[config.mk]
export PLATFORM = sky130hd
export DESIGN_NAME = weighted_rms_grid_reduce
export DESIGN_NICKNAME = d
export VERILOG_FILES = /design/src/rtl/wrgr_pkg.sv /design/src/rtl/wrgr_ctrl.sv /design/src/rtl/wrgr_dp.sv /design/src/rtl/weighted_rms_grid_reduce.sv
export SDC_FILE = /design/constraint.sdc
export NUM_CORES = 2
export LEC_CHECK = 0
export ABC_AREA = 1
export BUFFER_PORTS_ARGS = -buffer_cell sky130_fd_sc_hd__buf_2
export CORE_MARGIN = 2
export CORE_UTILIZATION = 51
export DETAILED_ROUTE_END_ITERATION = 12
export GPL_TIMING_DRIVEN = 0
export PLACE_DENSITY = 0.67
export SLEW_MARGIN = 20
export SYNTH_ARGS = -nofsm -noshare
export SYNTH_HDL_FRONTEND = slang
export SYNTH_SLANG_ARGS = --single-unit
[constraint.sdc]
create_clock -name clk -period 11.35 [get_ports clk]
set_clock_uncertainty 0.2 [all_clocks]
set_input_delay 0 -clock clk [delete_from_list [all_inputs] [get_ports clk]]
set_output_delay 0 -clock clk [all_outputs]
set_load 0.02 [all_outputs]
[src/rtl/wrgr_pkg.sv]
// Shared constants, register indexes and controller/datapath interface types.
package wrgr_pkg;

  localparam int DIM_MAX     = 255;
  localparam int DIM_W       = 8;
  localparam int POS_W       = 9;
  localparam int SAMPLE_W    = 16;
  localparam int EPS_W       = 32;
  localparam int RMS_W       = 32;
  localparam int ACC_W       = 60;
  localparam int TERM_W      = 34;
  localparam int N_W         = 3 * DIM_W;
  localparam int QUO_W       = 64;
  localparam int ROOT_W      = QUO_W / 2;
  localparam int SQREM_W     = ROOT_W + 2;
  localparam int PROD_W      = EPS_W + ROOT_W;
  localparam int OUT_SHIFT   = 19;
  localparam int IN_TDATA_W  = 48;
  localparam int OUT_TDATA_W = 32;
  localparam int CFG_IDX_W   = 2;
  localparam int CFG_DATA_W  = 32;
  localparam int DIV_STEPS   = QUO_W;
  localparam int SQRT_STEPS  = ROOT_W;
  localparam int CNT_W       = $clog2(DIV_STEPS);

  localparam logic [CFG_IDX_W-1:0] REG_GRID_X = 2'd0;
  localparam logic [CFG_IDX_W-1:0] REG_GRID_Y = 2'd1;
  localparam logic [CFG_IDX_W-1:0] REG_GRID_Z = 2'd2;
  localparam logic [CFG_IDX_W-1:0] REG_EPS    = 2'd3;

  typedef struct packed {
    logic take;
    logic capture;
    logic calc_n;
    logic div_step;
    logic sqrt_step;
    logic mul;
    logic load_out;
  } wrgr_cmd_t;

  typedef struct packed {
    logic out_busy;
  } wrgr_sts_t;

  function automatic logic [DIM_W-1:0] eff_dim(input logic [DIM_W-1:0] v);
    logic [DIM_W-1:0] r;
    r = v;
    if (v == '0) begin
      r = DIM_W'(1);
    end else if (int'(v) > DIM_MAX) begin
      r = DIM_W'(DIM_MAX);
    end
    return r;
  endfunction

endpackage

[src/rtl/wrgr_ctrl.sv]
// Sequencer: accumulate, then divide, square root, scale and hand over the result.
module wrgr_ctrl (
  input  logic                clk,
  input  logic                rst_n,
  input  logic                in_tvalid,
  input  logic                in_tlast,
  output logic                in_tready,
  input  wrgr_pkg::wrgr_sts_t sts,
  output wrgr_pkg::wrgr_cmd_t cmd
);
  import wrgr_pkg::*;

  localparam logic [2:0] S_ACC   = 3'd0;
  localparam logic [2:0] S_DRAIN = 3'd1;
  localparam logic [2:0] S_NXY   = 3'd2;
  localparam logic [2:0] S_NXYZ  = 3'd3;
  localparam logic [2:0] S_DIV   = 3'd4;
  localparam logic [2:0] S_SQRT  = 3'd5;
  localparam logic [2:0] S_MUL   = 3'd6;
  localparam logic [2:0] S_RES   = 3'd7;

  logic [2:0]       state_r, state_nxt;
  logic [CNT_W-1:0] cnt_r, cnt_nxt;

  assign in_tready = (state_r == S_ACC);

  always_comb begin
    state_nxt     = state_r;
    cnt_nxt       = cnt_r;
    cmd           = '0;
    cmd.take      = in_tvalid && in_tready;
    case (state_r)
      S_ACC: begin
        if (in_tvalid && in_tlast) begin
          state_nxt = S_DRAIN;
        end
      end
      S_DRAIN: begin
        state_nxt = S_NXY;
      end
      S_NXY: begin
        cmd.capture = 1'b1;
        state_nxt   = S_NXYZ;
      end
      S_NXYZ: begin
        cmd.calc_n = 1'b1;
        cnt_nxt    = '0;
        state_nxt  = S_DIV;
      end
      S_DIV: begin
        cmd.div_step = 1'b1;
        cnt_nxt      = cnt_r + 1'b1;
        if (cnt_r == CNT_W'(DIV_STEPS - 1)) begin
          cnt_nxt   = '0;
          state_nxt = S_SQRT;
        end
      end
      S_SQRT: begin
        cmd.sqrt_step = 1'b1;
        cnt_nxt       = cnt_r + 1'b1;
        if (cnt_r == CNT_W'(SQRT_STEPS - 1)) begin
          cnt_nxt   = '0;
          state_nxt = S_MUL;
        end
      end
      S_MUL: begin
        cmd.mul   = 1'b1;
        state_nxt = S_RES;
      end
      S_RES: begin
        if (!sts.out_busy) begin
          cmd.load_out = 1'b1;
          state_nxt    = S_ACC;
        end
      end
      default: begin
        state_nxt = S_ACC;
      end
    endcase
  end

  always_ff @(posedge clk) begin
    if (!rst_n) begin
      state_r <= S_ACC;
      cnt_r   <= '0;
    end else begin
      state_r <= state_nxt;
      cnt_r   <= cnt_nxt;
    end
  end

endmodule

[src/rtl/wrgr_dp.sv]
// Datapath: config registers, weighted square accumulator, divider, root, scaler, output.
module wrgr_dp (
  input  logic                                  clk,
  input  logic                                  rst_n,
  input  logic                                  cfg_valid,
  input  logic [wrgr_pkg::CFG_IDX_W-1:0]        cfg_index,
  input  logic [wrgr_pkg::CFG_DATA_W-1:0]       cfg_data,
  input  logic [wrgr_pkg::IN_TDATA_W-1:0]       in_tdata,
  output logic                                  out_tvalid,
  input  logic                                  out_tready,
  output logic [wrgr_pkg::OUT_TDATA_W-1:0]      out_tdata,
  output logic                                  out_tuser,
  input  wrgr_pkg::wrgr_cmd_t                   cmd,
  output wrgr_pkg::wrgr_sts_t                   sts
);
  import wrgr_pkg::*;

  logic [DIM_W-1:0]   grid_x_r, grid_y_r, grid_z_r;
  logic [EPS_W-1:0]   eps_r;
  logic [DIM_W-1:0]   nx, ny, nz;
  logic [POS_W-1:0]   pos_x, pos_y, pos_z;
  logic [SAMPLE_W-1:0] raw;
  logic [SAMPLE_W:0]  mag;
  logic [TERM_W-1:0]  sq, term;
  logic               in_x, in_y, in_z, bx, by, bz;
  logic [1:0]         nb;
  logic [TERM_W-1:0]  term_r;
  logic               term_v_r;
  logic [ACC_W-1:0]   acc_r;
  logic               sat_r;
  logic [ACC_W:0]     sum;
  logic [2*DIM_W-1:0] nxy_r;
  logic [N_W-1:0]     n_r;
  logic [QUO_W-1:0]   q_r;
  logic [N_W-1:0]     rem_r;
  logic [N_W:0]       rem_sh;
  logic [SQREM_W-1:0] sqrem_r, sqrem_sh, trial;
  logic [ROOT_W-1:0]  root_r;
  logic [PROD_W-1:0]  prod_r;
  logic               grid_sat_r;
  logic               out_v_r;
  logic [RMS_W-1:0]   out_data_r;
  logic               out_sat_r;
  logic [RMS_W-1:0]   rms;

  assign pos_x = in_tdata[POS_W-1:0];
  assign pos_y = in_tdata[2*POS_W-1:POS_W];
  assign pos_z = in_tdata[3*POS_W-1:2*POS_W];
  assign raw   = in_tdata[3*POS_W+SAMPLE_W-1:3*POS_W];

  assign nx = eff_dim(grid_x_r);
  assign ny = eff_dim(grid_y_r);
  assign nz = eff_dim(grid_z_r);

  assign in_x = (pos_x != '0) && (pos_x <= ({1'b0, nx} + 1'b1));
  assign in_y = (pos_y != '0) && (pos_y <= ({1'b0, ny} + 1'b1));
  assign in_z = (pos_z != '0) && (pos_z <= ({1'b0, nz} + 1'b1));
  assign bx   = (pos_x == POS_W'(1)) || (pos_x == ({1'b0, nx} + 1'b1));
  assign by   = (pos_y == POS_W'(1)) || (pos_y == ({1'b0, ny} + 1'b1));
  assign bz   = (pos_z == POS_W'(1)) || (pos_z == ({1'b0, nz} + 1'b1));
  assign nb   = {1'b0, bx} + {1'b0, by} + {1'b0, bz};

  assign mag = raw[SAMPLE_W-1] ? ((SAMPLE_W+1)'(1 << SAMPLE_W) - {1'b0, raw}) : {1'b0, raw};
  assign sq  = TERM_W'(mag) * TERM_W'(mag);

  always_comb begin
    case (nb)
      2'd0:    term = sq << 3;
      2'd1:    term = sq << 2;
      2'd2:    term = sq << 1;
      default: term = sq;
    endcase
  end

  assign sum = {1'b0, acc_r} + (ACC_W+1)'(term_r);

  assign rem_sh   = {rem_r, q_r[QUO_W-1]};
  assign sqrem_sh = {sqrem_r[SQREM_W-3:0], q_r[QUO_W-1:QUO_W-2]};
  assign trial    = {root_r, 2'b01};

  assign rms = (prod_r[PROD_W-1:OUT_SHIFT+RMS_W] != '0) ? '1
             : prod_r[OUT_SHIFT+RMS_W-1:OUT_SHIFT];

  always_ff @(posedge clk) begin
    if (!rst_n) begin
      grid_x_r <= DIM_W'(1);
      grid_y_r <= DIM_W'(1);
      grid_z_r <= DIM_W'(1);
      eps_r    <= EPS_W'(65536);
    end else if (cfg_valid) begin
      case (cfg_index)
        REG_GRID_X: grid_x_r <= cfg_data[DIM_W-1:0];
        REG_GRID_Y: grid_y_r <= cfg_data[DIM_W-1:0];
        REG_GRID_Z: grid_z_r <= cfg_data[DIM_W-1:0];
        REG_EPS:    eps_r    <= cfg_data[EPS_W-1:0];
        default:    ;
      endcase
    end
  end

  always_ff @(posedge clk) begin
    if (!rst_n) begin
      term_v_r <= 1'b0;
      acc_r    <= '0;
      sat_r    <= 1'b0;
      out_v_r  <= 1'b0;
    end else begin
      term_v_r <= cmd.take && in_x && in_y && in_z;
      if (cmd.capture) begin
        acc_r <= '0;
        sat_r <= 1'b0;
      end else if (term_v_r) begin
        if (sum[ACC_W]) begin
          acc_r <= '1;
          sat_r <= 1'b1;
        end else begin
          acc_r <= sum[ACC_W-1:0];
        end
      end
      if (cmd.load_out) begin
        out_v_r <= 1'b1;
      end else if (out_tready) begin
        out_v_r <= 1'b0;
      end
    end
  end

  always_ff @(posedge clk) begin
    if (cmd.take) begin
      term_r <= term;
    end
    if (cmd.capture) begin
      nxy_r      <= (2*DIM_W)'(nx) * (2*DIM_W)'(ny);
      q_r        <= {1'b0, acc_r, 3'b000};
      rem_r      <= '0;
      sqrem_r    <= '0;
      root_r     <= '0;
      grid_sat_r <= sat_r;
    end
    if (cmd.calc_n) begin
      n_r <= N_W'(nxy_r) * N_W'(nz);
    end
    if (cmd.div_step) begin
      if (rem_sh >= {1'b0, n_r}) begin
        rem_r <= N_W'(rem_sh - {1'b0, n_r});
        q_r   <= {q_r[QUO_W-2:0], 1'b1};
      end else begin
        rem_r <= rem_sh[N_W-1:0];
        q_r   <= {q_r[QUO_W-2:0], 1'b0};
      end
    end
    if (cmd.sqrt_step) begin
      q_r <= {q_r[QUO_W-3:0], 2'b00};
      if (sqrem_sh >= trial) begin
        sqrem_r <= sqrem_sh - trial;
        root_r  <= {root_r[ROOT_W-2:0], 1'b1};
      end else begin
        sqrem_r <= sqrem_sh;
        root_r  <= {root_r[ROOT_W-2:0], 1'b0};
      end
    end
    if (cmd.mul) begin
      prod_r <= PROD_W'(eps_r) * PROD_W'(root_r);
    end
    if (cmd.load_out) begin
      out_data_r <= rms;
      out_sat_r  <= grid_sat_r;
    end
  end

  assign out_tvalid   = out_v_r;
  assign out_tdata    = out_data_r;
  assign out_tuser    = out_sat_r;
  assign sts.out_busy = out_v_r;

endmodule

[src/rtl/weighted_rms_grid_reduce.sv]
// Top level of the weighted RMS grid reduction: sequencer plus datapath.
//
//  channel  direction  payload
//  in_      slave      tdata {pos_x[8:0], pos_y[17:9], pos_z[26:18], sample[42:27]}, tlast
//  out_     master     tdata {rms_value[31:0]}, tuser {saturated}
//  cfg_     slave      index (0..3), data[31:0]
//
// Samples are taken one per cycle while the block accumulates. A transaction with tlast makes
// the block busy: drain, the cell count (x times y, then times z), 64 divider steps, 32 square
// root steps, one multiply and the hand-over to the output register. The output register
// holds a result while new samples stream in; a second result waits while it is full.
// Reset is synchronous; configuration writes are taken in any cycle.
module weighted_rms_grid_reduce (
  input  logic                                  clk,
  input  logic                                  rst_n,
  input  logic                                  in_tvalid,
  output logic                                  in_tready,
  input  logic [wrgr_pkg::IN_TDATA_W-1:0]       in_tdata,  // pos_x, pos_y, pos_z, sample_value
  input  logic                                  in_tlast,
  output logic                                  out_tvalid,
  input  logic                                  out_tready,
  output logic [wrgr_pkg::OUT_TDATA_W-1:0]      out_tdata, // rms_value
  output logic                                  out_tuser, // saturated
  input  logic                                  cfg_valid,
  output logic                                  cfg_ready,
  input  logic [wrgr_pkg::CFG_IDX_W-1:0]        cfg_index,
  input  logic [wrgr_pkg::CFG_DATA_W-1:0]       cfg_data
);
  import wrgr_pkg::*;

  wrgr_cmd_t cmd;
  wrgr_sts_t sts;

  assign cfg_ready = 1'b1;

  wrgr_ctrl u_ctrl (
    .clk       (clk),
    .rst_n     (rst_n),
    .in_tvalid (in_tvalid),
    .in_tlast  (in_tlast),
    .in_tready (in_tready),
    .sts       (sts),
    .cmd       (cmd)
  );

  wrgr_dp u_dp (
    .clk        (clk),
    .rst_n      (rst_n),
    .cfg_valid  (cfg_valid),
    .cfg_index  (cfg_index),
    .cfg_data   (cfg_data),
    .in_tdata   (in_tdata),
    .out_tvalid (out_tvalid),
    .out_tready (out_tready),
    .out_tdata  (out_tdata),
    .out_tuser  (out_tuser),
    .cmd        (cmd),
    .sts        (sts)
  );

endmodule

; Yosys cells after proc, flatten, opt, wreduce, memory -nomap -nowiden
; Index checks and enable logic that the tools add are counted.
[op_classes]
add_sub_neg = 10
multipliers = 4
order_cmp = 5
n_eq_ne = 24
mux = 36
n_bitwise = 1
n_reduce_logical = 33
[op_table]
columns = cell, n
row1 = $mux 64, 3
row2 = $mux 32, 5
row3 = $pmux 34 s3, 1
row4 = $mux 24, 3
row5 = $mul 32x32->64, 1
row6 = $add 60x34->61, 1
row7 = $mux 60, 1
row8 = $ge 34x34->1, 1
row9 = $mul 17x17->34, 1
row10 = $sub 32x32->32, 1
row11 = $add 8x1->9 const B, 3
row12 = $eq 9x1->1 const B, 3
row13 = $eq 9x9->1, 3
row14 = $le 9x9->1, 3
row15 = $reduce_bool 9->1, 3
row16 = $ge 25x24->1, 1
row17 = $logic_not 8->1, 3
row18 = $mul 16x8->24, 1
row19 = $mux 8, 3
row20 = $pmux 3 s8, 1
row21 = $sub 24x24->24, 1
row22 = $pmux 6 s3, 1
row23 = $mux 17, 1
row24 = $sub 17x16->17 const A, 1
row25 = other kinds (27), 67
[totals]
regBits = 452
inputBits = 88
out_inout_bits = 36

; Longest topological paths before layout
[depth]
depth_word = 9
mapped_depth = 39
ltp_nobuf = 37

; Hierarchy
; From an unflattened synthesis, not the netlist that was laid out.
[unflattened]
cells_unflattened = 9829
hier_area_um2 = 75062.0
[modules_own_cells]
columns = module, instances, cells_per_inst, area_per_inst_um2, seq_area_each_um2
row1 = wrgr_dp, 1, 9731, 74432.6, 11521.0
row2 = wrgr_ctrl, 1, 96, 618.1, 180.2
row3 = weighted_rms_grid_reduce, 1, 2, 11.3, 0.0

; Worst setup path after synthesis
; OpenSTA, ideal clock, no wires.
[synth_timing]
path_type = flip-flop to flip-flop
start = register u_dp.root_r[8]
end = register u_dp.prod_r[52] (data pin)
setup_time_ps = 252
arrival_time_ps = 6387
path_slack_ps = 4510
stages_incl_launch_ff = 29
path_buffers = 2
period_less_slack_ps = 6840
cell_sequence = edfxtp_1 > clkbuf_1 > clkbuf_1 > nand2_1 > fa_1 > inv_1 > fa_1 > fa_1 > inv_1 > fa_1 > fa_1 > inv_1 > fa_1 > fa_1 > inv_1 > fa_1 > inv_1 > ha_1 > nand2_1 > nor2_1 > inv_1 > nor2_1 > inv_1 > nor3_1 > nand4_1 > nand3_1 > nand3_1 > nand3_1 > nand2_1
[synth_between]
elab_chain_cells = 1
[synth_rtl]
columns = item, line_no
row1 = from (decl), wrgr_dp.sv:38  ; logic [ROOT_W-1:0] root_r;
row2 = from (signal assigned), wrgr_dp.sv:156  ; root_r <= {root_r[ROOT_W-2:0], 1'b1};
row3 = from (signal assigned), wrgr_dp.sv:159  ; root_r <= {root_r[ROOT_W-2:0], 1'b0};
row4 = $mul 32x32->64, wrgr_dp.sv:163  ; prod_r <= PROD_W'(eps_r) * PROD_W'(root_r);
row5 = to (signal assigned), wrgr_dp.sv:163
row6 = to (decl), wrgr_dp.sv:39  ; logic [PROD_W-1:0] prod_r;
; No other way between the ends.
; A chain may end at the register's enable or synchronous reset.

; Worst setup path after layout
[layout_timing]
start = register u_dp.root_r[22]
end = register u_dp.prod_r[52] (data pin)
; Same word-level chain as after synthesis.

==> results.md <==
- P_leak: 42.3 nW
- Clk_lat worst skew: 0.67 ns
- Ys flop type: edfxtp_1
- Cell taking the most area after synthesis: fa_1
- Synth area leaders: fa_1 33%, inv_1 13%, edfxtp_1 12%
- Routed vias: 63788
- Most frequent cells in the layout: 2482 x inv_1, 2282 x nand2_1, 1208 x fa_1
- Critical path data required time: 11.55 ns
- Crit path arrival time: 9.41 ns
- Routed WL per cell: 20.7 um
- Crit-path most repeated cell: fa_1
- Starting Density: 0.512
- DR vias/cell: 5.35
- Asr flop ratio synth: 0
- Antenna violations before repair: 4
- Port Buffers: 116
- CP max stage cell: clkbuf_1
- Final slew viol count: 0
- Synth Register Bits: 433
- Yosys cell types: 65
- Most common cell after layout, fill and taps aside: inv_1
- Routed Antenna Nets: 0
- Max Freq: 109 MHz
- Power Internal: 9.00 mW
- Post-CTS Setup Repair Bufs: 0
- Area share of the largest cell type after synthesis: 0.325
- Grt ovf: 0
- Number of global-route vias before repair: 64158
- MaxCap Viol Count: 0
- Resize count post-CTS: 0
- Core area: 0.145 mm^2
- Synthesized instance count: 9665
- Die footprint: 0.149 mm^2
- Clock power share: 0.088
- Reg clk slew, reported paths: 0.06 ns
- Clock sink count: 433
- RSZ-0062 raised after global routing: no
- Initial DRT Pass Iterations: 7
- Placer Congestion: 1.02
- Sw power: 12.3 mW
- Max-slew headroom: 0.153
- Die Y: 386 um
- First-pass GRT wire length: 377000 um
- Area grow syn2layout: 8.17%
- Register area share after synthesis: 0.157
- Fin crit share: 0.812
- Sw Share: 0.578
- # fillers: 13874
- Htree depth: 2
- Die Wd: 386 um
- Crit-path leading delay family: adder cells
- Final Hold Viols: 0
- Outcome: complete, no violations
- Maximum VDD drop: 0.000617 V
- Final min period: 9.21 ns
- Cts bufs inserted: 54
- Routed wire length: 247000 um
- # placed instances: 11744
- PwrDens: 265 mW/mm^2
- Nets: 11823
- Flop pwr share: 0.118
- Hold Path Class: input port to register
- CP Class: register to register
- Largest net degree at the start of global routing: 41
- Syn. warnings: 0
- Share of cells above drive strength 1: 0.0318
- Post-route DRC: 0
- Slew @ Worst Pin: 1.27 ns
- Maximum buffer depth of the clock tree: 3
- CTS tree: done
- CP endpoint kind: register
- Root buf cell: clkbuf_16
- Total Neg Setup Slack: 0 ns
- Startpoint Class: register
- Critical-path maximum fanout: 10
- Mapped Area: 0.0744 mm^2
- EDFF count, synth: 303
- Cell Rows: 140
- Critical Path Max Stage Delay: 0.93 ns
- # IOs: 124
- Cell Count, Final, Fillers Out: 11926
- Gr usage total: 0.336
- Finish-stage setup viols: 0
- Syn Area/Cell: 7.70 um^2
- Initial drt markers: 5604
- CP Buf/Inv Count: 8
- Final HPWL DP: 208000 um
- Logic pwr share: 0.795
- Final hold slack: 0.0673 ns
tightest hold or removal path, stage by stage:
cell	delay, ns
dlygate4sd3_1	0.53
buf_2	0.18
nor2_1	0.11
nor2_1	0.05
timing repair:
action	4_1_cts	5_1_grt
hold buffers	79	0
endpoints found under the setup margin	0	0
endpoints found under the hold margin	104	0
state kept, by name (all words and copies together), names as in the netlist, 3 cells and up:
name and count:
u_dp.n_r 24, u_dp.q_r 64, u_ctrl.cnt_r 6, u_ctrl.state_r 3, u_dp.prod_r 45, u_dp.rem_r 24
u_dp.grid_x_r 8, u_dp.root_r 32, u_dp.grid_y_r 8, u_dp.out_tdata 32, u_dp.grid_z_r 8, u_dp.acc_r 60
u_dp.term_r 34, u_dp.eps_r 32, u_dp.sqrem_r 32, u_dp.nxy_r 16
final cells by class:
cell class | instances | area [um^2] | share of cell area
Clock inverter | 29 | 293 | 0.00364
Inverter | 2492 | 9350 | 0.116
Sequential cell | 433 | 11700 | 0.145
Tap cell | 1917 | 2400 | 0.0298
Timing Repair Buffer | 207 | 1540 | 0.0192
Buffer | 406 | 1610 | 0.0200
Antenna cell | 3 | 7.51 | 0.0000933
Multi-Input combinational cell | 6368 | 51900 | 0.645
Clock buffer | 71 | 1650 | 0.0205
power by group through the flow:
| stage | logic [mW] | clock network, mW | registers, mW |
|---|---|---|---|
| 2_1_floorplan | 10.9 | 0 | 2.48 |
| 3_3_place_gp | 16.4 | 0 | 2.55 |
| 3_5_place_dp | 16.5 | 0 | 2.54 |
| 4_1_cts | 16.7 | 1.91 | 2.50 |
| 5_1_grt | 18.7 | 1.97 | 2.52 |
| 6_report | 16.9 | 1.87 | 2.51 |
cells by family (layout without fill, tap and decap cells):
logic type      count (synthesis)  in the layout  share of synthesized area
flops                         433            433                      0.157
buf+inv                      2898           3205                      0.147
simple gates                 3435           3435                      0.185
fa+ha+maj                    1773           1773                      0.420
xor+xnor                      175            175                     0.0207
other cells                     2             39                   0.000101
compound gates                949            949                     0.0692
metal layers:
metal	track usage	part of all wire
met2	0.535	0.45
met5	0	0.00041
met1	0.450	0.41
met3	0.0596	0.084
met4	0.150	0.054
final timing paths:
kind / slack (ns) / from / endpoint / depth (start not counted)
setup / recovery: 2.14 / u_dp.root_r[22] / u_dp.prod_r[52] / 27
hold reg to reg: 0.25 / u_dp.grid_sat_r / u_dp.out_tuser / 0
hold / removal: 0.07 / cfg_data[1] / u_dp.grid_z_r[1] / 4
setup reg to reg: 2.14 / u_dp.root_r[22] / u_dp.prod_r[52] / 27
synthesized netlist by cell type (5+ instances only):
library cell / instances
o22ai_1: 9
a21boi_0: 10
clkinv_1: 6
nand2_1: 2284
buf_1: 14
o21ai_1: 12
fa_1: 1208
buf_2: 27
edfxtp_1: 303
o21bai_1: 35
inv_1: 2482
xor2_1: 118
clkbuf_1: 353
a211oi_1: 9
o21a_1: 12
a21oi_1: 450
a31oi_1: 34
o21ai_0: 322
nand2_2: 9
dfxtp_1: 130
nor4_1: 19
clkbuf_2: 5
o2111ai_1: 8
nand3b_1: 42
a21o_1: 26
nor3_1: 64
nand4_1: 58
nor2_1: 698
ha_1: 565
xnor2_1: 56
nor2_2: 7
nand3_1: 228
per-stage QoR:
step / total power, mW / setup slack (ns) / instance area, um^2 / util
6_report: 21.3 / 2.14 / 80500 / 0.554
5_1_grt: 23.1 / 1.95 / 80500 / 0.554
4_1_cts: 21.1 / 2.32 / 80500 / 0.554
3_5_place_dp: 19.1 / 2.39 / 77700 / 0.535
3_3_place_gp: 18.9 / 2.32 / 77500 / 0.534
2_1_floorplan: 13.3 / 4.51 / 74500 / -
Note: power is estimated with default switching activity, not from simulation.
